$ cat src/rtl/occupancy_service_controller_top_macros.svh
// Assertion macros for the occupancy service controller.
`ifndef OCCUPANCY_SERVICE_CONTROLLER_TOP_MACROS_SVH
`define OCCUPANCY_SERVICE_CONTROLLER_TOP_MACROS_SVH

// Same-cycle implication, checked outside reset.
`define OSC_ASSERT_IMP(label, ante, cons) \
  label: assert property (@(posedge clk) disable iff (!rst_n) (ante) |-> (cons)) \
    else $error("osc same-cycle check failed");

// Next-cycle implication, checked outside reset.
`define OSC_ASSERT_NXT(label, ante, cons) \
  label: assert property (@(posedge clk) disable iff (!rst_n) (ante) |=> (cons)) \
    else $error("osc next-cycle check failed");

`endif

$ cat src/rtl/osc_pkg.sv
// Package: item types, register indexes and constants of the occupancy service controller.
`default_nettype none

package osc_pkg;

  localparam int unsigned BUTTON_COUNT = 5;
  localparam int unsigned BUTTON_W     = 5;

  localparam logic [BUTTON_W-1:0] BUTTON_MASK =
    BUTTON_W'((9'd1 << BUTTON_COUNT) - 9'd1);

  localparam logic [7:0] BYTE_OFFSET = 8'd33;
  localparam logic [7:0] SEPARATOR   = 8'h5F;
  localparam logic [7:0] CMD_LIVE    = 8'h73;
  localparam logic [7:0] CMD_SAVED   = 8'h74;

  localparam logic [7:0]  BUILDING_RST      = 8'd65;
  localparam logic [7:0]  ROOM_RST          = 8'd8;
  localparam logic [15:0] TIMEOUT_RST       = 16'd2;
  localparam logic [7:0]  INIT_SERVICES_RST = 8'hFF;

  localparam int unsigned CFG_DATA_W = 16;

  typedef enum logic [1:0] {
    REG_BUILDING      = 2'd0,
    REG_ROOM          = 2'd1,
    REG_TIMEOUT       = 2'd2,
    REG_INIT_SERVICES = 2'd3
  } osc_reg_t;

  typedef enum logic [1:0] {
    FCMD_LOAD  = 2'd0,
    FCMD_LIVE  = 2'd1,
    FCMD_SAVED = 2'd2
  } osc_cmd_t;

  typedef struct packed {
    logic                op;
    logic                motion;
    logic                tick;
    logic [BUTTON_W-1:0] buttons;
    logic [7:0]          frame_building;
    logic [7:0]          frame_room;
    logic [7:0]          frame_command;
    logic [7:0]          frame_separator;
  } osc_in_t;

  typedef struct packed {
    logic [7:0] services;
    logic       inactive;
    logic       reply_valid;
    logic [7:0] reply_building;
    logic [7:0] reply_room;
    logic [7:0] reply_status;
    logic [7:0] reply_idle;
  } osc_out_t;

  typedef struct packed {
    logic       hit;
    osc_cmd_t   cmd;
    logic [7:0] room_byte;
  } osc_frame_t;

endpackage

`default_nettype wire

$ cat src/rtl/osc_frame_dec.sv
// Frame address check and command decode.
`default_nettype none

module osc_frame_dec (
  input  wire osc_pkg::osc_in_t    item,
  input  wire logic [7:0]          building_code,
  input  wire logic [7:0]          room_number,
  output osc_pkg::osc_frame_t      frame
);

  always_comb begin
    frame.room_byte = room_number + osc_pkg::BYTE_OFFSET;
    frame.hit = (item.frame_building == building_code) &&
                (item.frame_room == frame.room_byte) &&
                (item.frame_separator == osc_pkg::SEPARATOR);
    if (item.frame_command == osc_pkg::CMD_LIVE) begin
      frame.cmd = osc_pkg::FCMD_LIVE;
    end else if (item.frame_command == osc_pkg::CMD_SAVED) begin
      frame.cmd = osc_pkg::FCMD_SAVED;
    end else begin
      frame.cmd = osc_pkg::FCMD_LOAD;
    end
  end

endmodule

`default_nettype wire

$ cat src/rtl/osc_state.sv
// Service state registers, idle counter and per-item result logic.
`default_nettype none

module osc_state (
  input  wire logic                clk,
  input  wire logic                rst_n,
  input  wire logic                advance,
  input  wire osc_pkg::osc_in_t    item,
  input  wire osc_pkg::osc_frame_t frame,
  input  wire logic [7:0]          building_code,
  input  wire logic [15:0]         timeout_ticks,
  output logic                     idle_flag,
  output logic [7:0]               live_services,
  output osc_pkg::osc_out_t        result
);

  logic [7:0]  live_r, live_nxt;
  logic [7:0]  saved_r, saved_nxt;
  logic        flag_r, flag_nxt;
  logic [15:0] cnt_r, cnt_nxt;
  logic [15:0] cnt_inc;
  logic [7:0]  press;
  logic        reply;
  logic [7:0]  status;

  always_comb begin
    live_nxt  = live_r;
    saved_nxt = saved_r;
    flag_nxt  = flag_r;
    cnt_nxt   = cnt_r;
    reply     = 1'b0;
    status    = 8'd0;
    cnt_inc   = cnt_r + 16'd1;
    press     = {{(8 - osc_pkg::BUTTON_W){1'b0}}, item.buttons & osc_pkg::BUTTON_MASK};
    if (!item.op) begin
      if (press != 8'd0) begin
        live_nxt  = live_r ^ press;
        saved_nxt = live_r ^ press;
        flag_nxt  = 1'b0;
        cnt_nxt   = 16'd0;
      end else if (!item.motion && item.tick && (cnt_r < timeout_ticks)) begin
        cnt_nxt = cnt_inc;
        if (cnt_inc == timeout_ticks) begin
          flag_nxt  = 1'b1;
          saved_nxt = live_r;
          live_nxt  = 8'd0;
        end
      end
      // motion wins: restore saved services
      if (item.motion) begin
        flag_nxt = 1'b0;
        cnt_nxt  = 16'd0;
        live_nxt = saved_nxt;
      end
    end else if (frame.hit) begin
      unique case (frame.cmd)
        osc_pkg::FCMD_LIVE: begin
          reply  = 1'b1;
          status = live_r + osc_pkg::BYTE_OFFSET;
        end
        osc_pkg::FCMD_SAVED: begin
          reply  = 1'b1;
          status = saved_r + osc_pkg::BYTE_OFFSET;
        end
        default: begin
          live_nxt  = item.frame_command - osc_pkg::BYTE_OFFSET;
          saved_nxt = item.frame_command - osc_pkg::BYTE_OFFSET;
          flag_nxt  = 1'b0;
          cnt_nxt   = 16'd0;
        end
      endcase
    end
  end

  always_comb begin
    result.services       = live_nxt;
    result.inactive       = flag_nxt;
    result.reply_valid    = reply;
    result.reply_building = reply ? building_code : 8'd0;
    result.reply_room     = reply ? frame.room_byte : 8'd0;
    result.reply_status   = status;
    result.reply_idle     = reply ? ({7'd0, flag_nxt} + osc_pkg::BYTE_OFFSET) : 8'd0;
  end

  always_ff @(posedge clk) begin
    if (!rst_n) begin
      live_r  <= osc_pkg::INIT_SERVICES_RST;
      saved_r <= osc_pkg::INIT_SERVICES_RST;
      flag_r  <= 1'b0;
      cnt_r   <= 16'd0;
    end else if (advance) begin
      live_r  <= live_nxt;
      saved_r <= saved_nxt;
      flag_r  <= flag_nxt;
      cnt_r   <= cnt_nxt;
    end
  end

  assign idle_flag     = flag_r;
  assign live_services = live_r;

endmodule

`default_nettype wire

$ cat src/rtl/occupancy_service_controller_top.sv
// Top level of the occupancy service controller: channels, config registers, pipeline.
//
// Usage:
//   Input channel in_valid/in_ready/in_data carries one item: a poll (op = 0) with
//   motion level, timer tick and toggle buttons, or a serial frame (op = 1).
//   Result channel out_valid/out_ready/out_data returns exactly one item per input
//   item: live services, inactivity flag and an optional status reply frame.
//   Configuration port cfg_we/cfg_index/cfg_data writes building code, room number,
//   timeout ticks and initial services; write only while no item is in flight.
// Flow: an accepted item sits in the input register; its result is loaded into the
//   output register once that register is free, and out_valid then shows it to the
//   receiver. Throughput is one item per cycle while out_ready stays high; the state
//   update is a single pass of logic.
// Reset (rst_n low, synchronous): both pipeline stages empty, config registers back
//   to their defaults, live and saved services to all ones, idle count and flag clear.
//   Initial services therefore always reset to all ones, so writes to it have no
//   visible effect and are dropped.
// Stall: while out_ready is low a held result blocks the input register, and in_ready
//   drops once both stages are full; nothing is lost or repeated.
`default_nettype none
`include "occupancy_service_controller_top_macros.svh"

module occupancy_service_controller_top (
  input  wire logic                              clk,
  input  wire logic                              rst_n,
  input  wire logic                              in_valid,
  output logic                                   in_ready,
  input  wire osc_pkg::osc_in_t                  in_data,
  output logic                                   out_valid,
  input  wire logic                              out_ready,
  output osc_pkg::osc_out_t                      out_data,
  input  wire logic                              cfg_we,
  input  wire osc_pkg::osc_reg_t                 cfg_index,
  input  wire logic [osc_pkg::CFG_DATA_W-1:0]    cfg_data
);

  // Config registers
  logic [7:0]  building_r;
  logic [7:0]  room_r;
  logic [15:0] timeout_r;

  always_ff @(posedge clk) begin
    if (!rst_n) begin
      building_r <= osc_pkg::BUILDING_RST;
      room_r     <= osc_pkg::ROOM_RST;
      timeout_r  <= osc_pkg::TIMEOUT_RST;
    end else if (cfg_we) begin
      unique case (cfg_index)
        osc_pkg::REG_BUILDING: building_r <= cfg_data[7:0];
        osc_pkg::REG_ROOM:     room_r     <= cfg_data[7:0];
        osc_pkg::REG_TIMEOUT:  timeout_r  <= cfg_data[15:0];
        default: begin
          // initial services: reset restores the default, drop the write
        end
      endcase
    end
  end

  // Pipeline control: the result register frees when taken, the input register
  // advances into a free result register.
  logic               in_vld_r;
  osc_pkg::osc_in_t   in_data_r;
  logic               out_vld_r;
  osc_pkg::osc_out_t  out_data_r;
  logic               out_free;
  logic               advance;

  assign out_free = !out_vld_r || out_ready;
  assign advance  = in_vld_r && out_free;
  assign in_ready = !in_vld_r || advance;

  always_ff @(posedge clk) begin
    if (!rst_n) begin
      in_vld_r <= 1'b0;
    end else if (in_ready) begin
      in_vld_r <= in_valid;
    end
  end

  // Payload needs no reset; load only on acceptance.
  always_ff @(posedge clk) begin
    if (in_valid && in_ready) begin
      in_data_r <= in_data;
    end
  end

  // Frame decode and state update on the item in the input register.
  osc_pkg::osc_frame_t frame;
  osc_pkg::osc_out_t   result;
  logic                idle_flag;
  logic [7:0]          live_services;

  osc_frame_dec u_frame_dec (
    .item          (in_data_r),
    .building_code (building_r),
    .room_number   (room_r),
    .frame         (frame)
  );

  osc_state u_state (
    .clk           (clk),
    .rst_n         (rst_n),
    .advance       (advance),
    .item          (in_data_r),
    .frame         (frame),
    .building_code (building_r),
    .timeout_ticks (timeout_r),
    .idle_flag     (idle_flag),
    .live_services (live_services),
    .result        (result)
  );

  // Result register
  always_ff @(posedge clk) begin
    if (!rst_n) begin
      out_vld_r <= 1'b0;
    end else if (out_free) begin
      out_vld_r <= in_vld_r;
    end
  end

  always_ff @(posedge clk) begin
    if (advance) begin
      out_data_r <= result;
    end
  end

  assign out_valid = out_vld_r;
  assign out_data  = out_data_r;

  // Checks
  `OSC_ASSERT_IMP(a_idle_means_off, idle_flag, live_services == 8'd0)
  `OSC_ASSERT_NXT(a_stall_holds_input, in_vld_r && !out_free,
                  in_vld_r && $stable(in_data_r))
  `OSC_ASSERT_IMP(a_reply_idle_tracks_flag, out_vld_r && out_data_r.reply_valid,
                  out_data_r.reply_idle == (osc_pkg::BYTE_OFFSET + 8'(out_data_r.inactive)))

endmodule

`default_nettype wire

$ cat config.mk
export PLATFORM = sky130hd
export DESIGN_NAME = occupancy_service_controller_top
export DESIGN_NICKNAME = d
export VERILOG_FILES = /design/src/rtl/osc_pkg.sv /design/src/rtl/osc_frame_dec.sv /design/src/rtl/osc_state.sv /design/src/rtl/occupancy_service_controller_top.sv
export VERILOG_INCLUDE_DIRS = /design/src /design/src/rtl
export SDC_FILE = /design/constraint.sdc
export NUM_CORES = 1
export LEC_CHECK = 0
export BUFFER_PORTS_ARGS = -buffer_cell sky130_fd_sc_hd__buf_2
export CAP_MARGIN = 20
export CORE_MARGIN = 2
export CORE_UTILIZATION = 27
export CTS_CLUSTER_SIZE = 16
export DETAILED_ROUTE_END_ITERATION = 6
export PLACE_DENSITY = 0.43
export SLEW_MARGIN = 10
export SYNTH_ARGS = -nofsm -noshare
export SYNTH_HDL_FRONTEND = slang
export SYNTH_SLANG_ARGS = --single-unit
$ cat constraint.sdc
create_clock -name clk -period 3.9 [get_ports clk]
set_input_delay 0.39 -clock clk [delete_from_list [all_inputs] [get_ports clk]]
set_output_delay 0.39 -clock clk [all_outputs]
set_load 0.03 [all_outputs]
==> key figures <==
Worst setup path
  – Worst Path Arrival: 3410 ps
  – R2R depth: 10
  – Worst reg2reg setup slack: roughly 670 ps
  – Max FO, Critical Path: 6
  – Type of the worst setup path: reg2reg
  – Worst R2R End: out_data[1]
  – Startpoint Class: flip-flop
  – CP required: 4080 ps
  – Worst Setup End Kind: flip-flop
  – RR Startpoint: room_r[0]

Logic synthesis
  – Number of synthesized flops with an enable pin: 77
  – Ys flop type: edfxtp_1
  – Synth warn: 0
  – Syn Std Cell Area: ~7700 um^2
  – Post-synthesis compound-gate area fraction: between 10% and 20%
  – Synth area leader: edfxtp_1
  – Largest family of logic cells by synthesized area: simple AND/OR/NAND/NOR gates
  – Area contributors post-synth: edfxtp_1, dfxtp_1, nand2_1
  – Avg Cell Area, Syn: around 10 um^2
  – Post-synthesis xor/xnor area fraction: under 10%
  – Cells after synthesis: approximately 770
  – Multiplexer area fraction after synthesis: 3.36%
  – #FFs+latches synth: around 140
  – Yosys top cell area share: just under 30%
  – Adder-Cell Fraction of Synth Area: approximately 3.6%
  – Synth Area in Simple Gates: 19.6%
  – Synth cell types: around 70
  – Async set-reset flop share out of synthesis: 0%
  – Sequential-to-total area share from yosys stat: between 40% and 50%

Drt
  – Drt first pass iters: 4
  – # DRC: 0
  – Total Wirelength: roughly 21 mm
  – Via count: around 5,900
  – ANT nets after route: 0
  – Initial DRC Count: between 300 and 400
  – Via/cell ratio: 4.68
  – Wire length per cell: approximately 17 um

Global routing
  – Grt met2 use: 23.9%
  – Antenna violations before repair: 0
  – Global Route Usage Sum: 14.6%
  – Largest net degree at the start of global routing: 54
  – First-pass GRT wire length: 34.0 mm
  – GRT met1 Usage: 19.6%
  – Grt total ovfl: 0
  – Vias in the first global route: 5,993
  – M3 GR Usage: 2.63%
  – Grt peak-use layer: met2

Timing
  – Period utilization: 82.8%
  – Clock skew: between 10 and 15 ps
  – Worst-Margin Slew: 1070 ps
  – RSZ-0062 raised after global routing: false
  – Endpoints failing hold: 0
  – # setup viols final: 0
  – Pins Over Slew Limit: 0
  – WHS: between 100 and 150 ps
  – Setup ws final: 671 ps
  – Fmax: around 310 MHz
  – Fin crit period: roughly 3200 ps
  – Setup TNS Final: 0 ps
  – Slew HR: roughly 29%

Min path
  – Worst Hold Path EP: in_data_r[11]
  – Hold path cells: 1
  – HP Class: in2reg
  – Worst Hold Launch: in_data[11]

Run status
  – Status: finished, final reports clean

CTS
  – Htree depth: 4
  – Post_cts resized: 0
  – Post-CTS Setup Inserts: 0
  – Clock Tree Root: clkbuf_16
  – CTS clk-pin slew, worst paths: roughly 70 ps
  – Max clock buf depth: 2
  – Total clock sinks: 144
  – CTS tree: done
  – Hold Buf Count CTS: 0
  – Num CTS Buffers: 17
  – Clock Latency Late Sink: 440 ps

Placed design
  – Post-DP HPWL: 15.5 mm
  – Gpl congestion: between 0.8 and 0.9
  – Port buffer count: 101
  – DP Worst Slack: around 600 ps
  – Placed Cells: between 1,000 and 1,500

Floorplan
  – Chip width: 173 um
  – Core Region: between 20,000 and 30,000 um^2
  – Ports: about 110
  – Core Rows: 62
  – Die Ht: between 150 and 200 um
  – Starting Density: between 20% and 30%
  – Die area: 30,100 um^2

Cells and area
  – Diodes inserted: 0
  – Commonest non-fill, non-tap cell in the layout: buf_2
  – Layout cells sized above 1: a little under a fifth
  – Nets: 950
  – Commonest cells after routing, fill and taps aside: buf_2, nand2_1, edfxtp_1
  – Final cell count without fillers: between 1,000 and 1,500
  – Area Overhead vs Synth: 19.2%
  – Post-layout util: between 30 and 40%

Power and ir drop
  – Worst VDD drop: ~210 uV
  – Leak Pwr: between 3 and 4 nW
  – Pwr Density: around 410 nW/um^2

Run
  – # Max-Cap Violations: 0
-- metal layers --
layer	wire length (um)	vias to the layer above
li1	-	2980
met1	10500	2793
met2	9970	108
met3	684	22
met4	317	0
met5	0	-
-- metrics by stage --
stage | area [um^2] | total power [W]
2_1_floorplan | 7760 | 0.00197
6_report | 9230 | 0.00377
3_5_place_dp | 8620 | 0.00209
4_1_cts | 9230 | 0.00383
5_1_grt | 9230 | 0.00392
3_3_place_gp | 8620 | 0.00209
-- flip-flops by register name, summed over array words and instances, names as in the netlist --
signal and count:
building_r 8, in_data_r 40, in_vld_r 1, out_data 37, out_valid 1, room_r 8, timeout_r 16, u_state.cnt_r 16
u_state.idle_flag 1, u_state.live_services 8, u_state.saved_r 8
-- cell type report --
type	instances	area (um^2)
clock buffers	17	425
clock inverters	15	183
fillers	3052	19200
inverters	33	124
multi-input cells	554	3760
flip-flops and latches	144	3650
well taps	384	480
repair buffers	115	611
-- worst max-delay path by stage --
| stage | slack, ps | to | from | cells after the start |
|---|---|---|---|---|
| 2_1_floorplan | 1020 | u_state.live_services[6] | out_valid | 7 |
| 3_3_place_gp | 610 | out_data[1] | room_r[0] | 10 |
| 3_5_place_dp | 620 | out_data[1] | room_r[0] | 10 |
| 4_1_cts | 600 | out_data[1] | room_r[0] | 10 |
| 5_1_grt | 390 | out_data[1] | room_r[0] | 10 |
| 6_report | 670 | out_data[1] | room_r[0] | 10 |
-- synthesized netlist by cell type, types with 3 or more instances --
cell type  count
a21boi_0      27
a21o_1         5
a21oi_1       19
a221oi_2       3
a31oi_1       13
a41oi_1        3
and2_1        17
and3_1         6
and4_1         7
buf_2          9
buf_4          7
clkbuf_1      26
dfxtp_1       67
edfxtp_1      77
ha_1          22
inv_1         33
mux2i_1       26
nand2_1       84
nand2b_1      10
nand3_1       24
nand3b_1       8
nand4_1       15
nor2_1        32
nor2b_1       24
nor3_1        18
nor3b_1        6
nor4_1         7
o2111ai_1      8
o211ai_1      15
o21a_1        14
o21ai_0       29
o21ai_1        5
o21bai_1       6
or3_1          4
xnor2_1       25
xor2_1        25
xor3_1         3
-- power by group --
| part | total [W] | internal, W | switching (W) |
|---|---|---|---|
| registers | 0.00171 | 0.00166 | 0.0000525 |
| clock network | 0.00172 | 0.00101 | 0.000707 |
| logic | 0.000340 | 0.000131 | 0.000209 |
-- critical path, cell delays in order (launching register included) --
cell and delay (ps):
dfxtp_1 460, ha_1 290, xnor2_1 220, nand2_1 60
or3b_2 460, nor4_1 360, and4_1 350, nor2b_1 320
o21ai_0 230, nand2_1 150, nor2_1 50
-- cell families after synthesis --
kind of cell             Yosys count
adder cells (fa/ha/maj)           22
XOR/XNOR                          53
multiplexers                      26
AO/OA/AOI/OAI                    165
other                              1
buffers and inverters             80
flip-flops                       144
AND/OR/NAND/NOR                  283
Note: power is estimated with default switching activity, not from simulation.
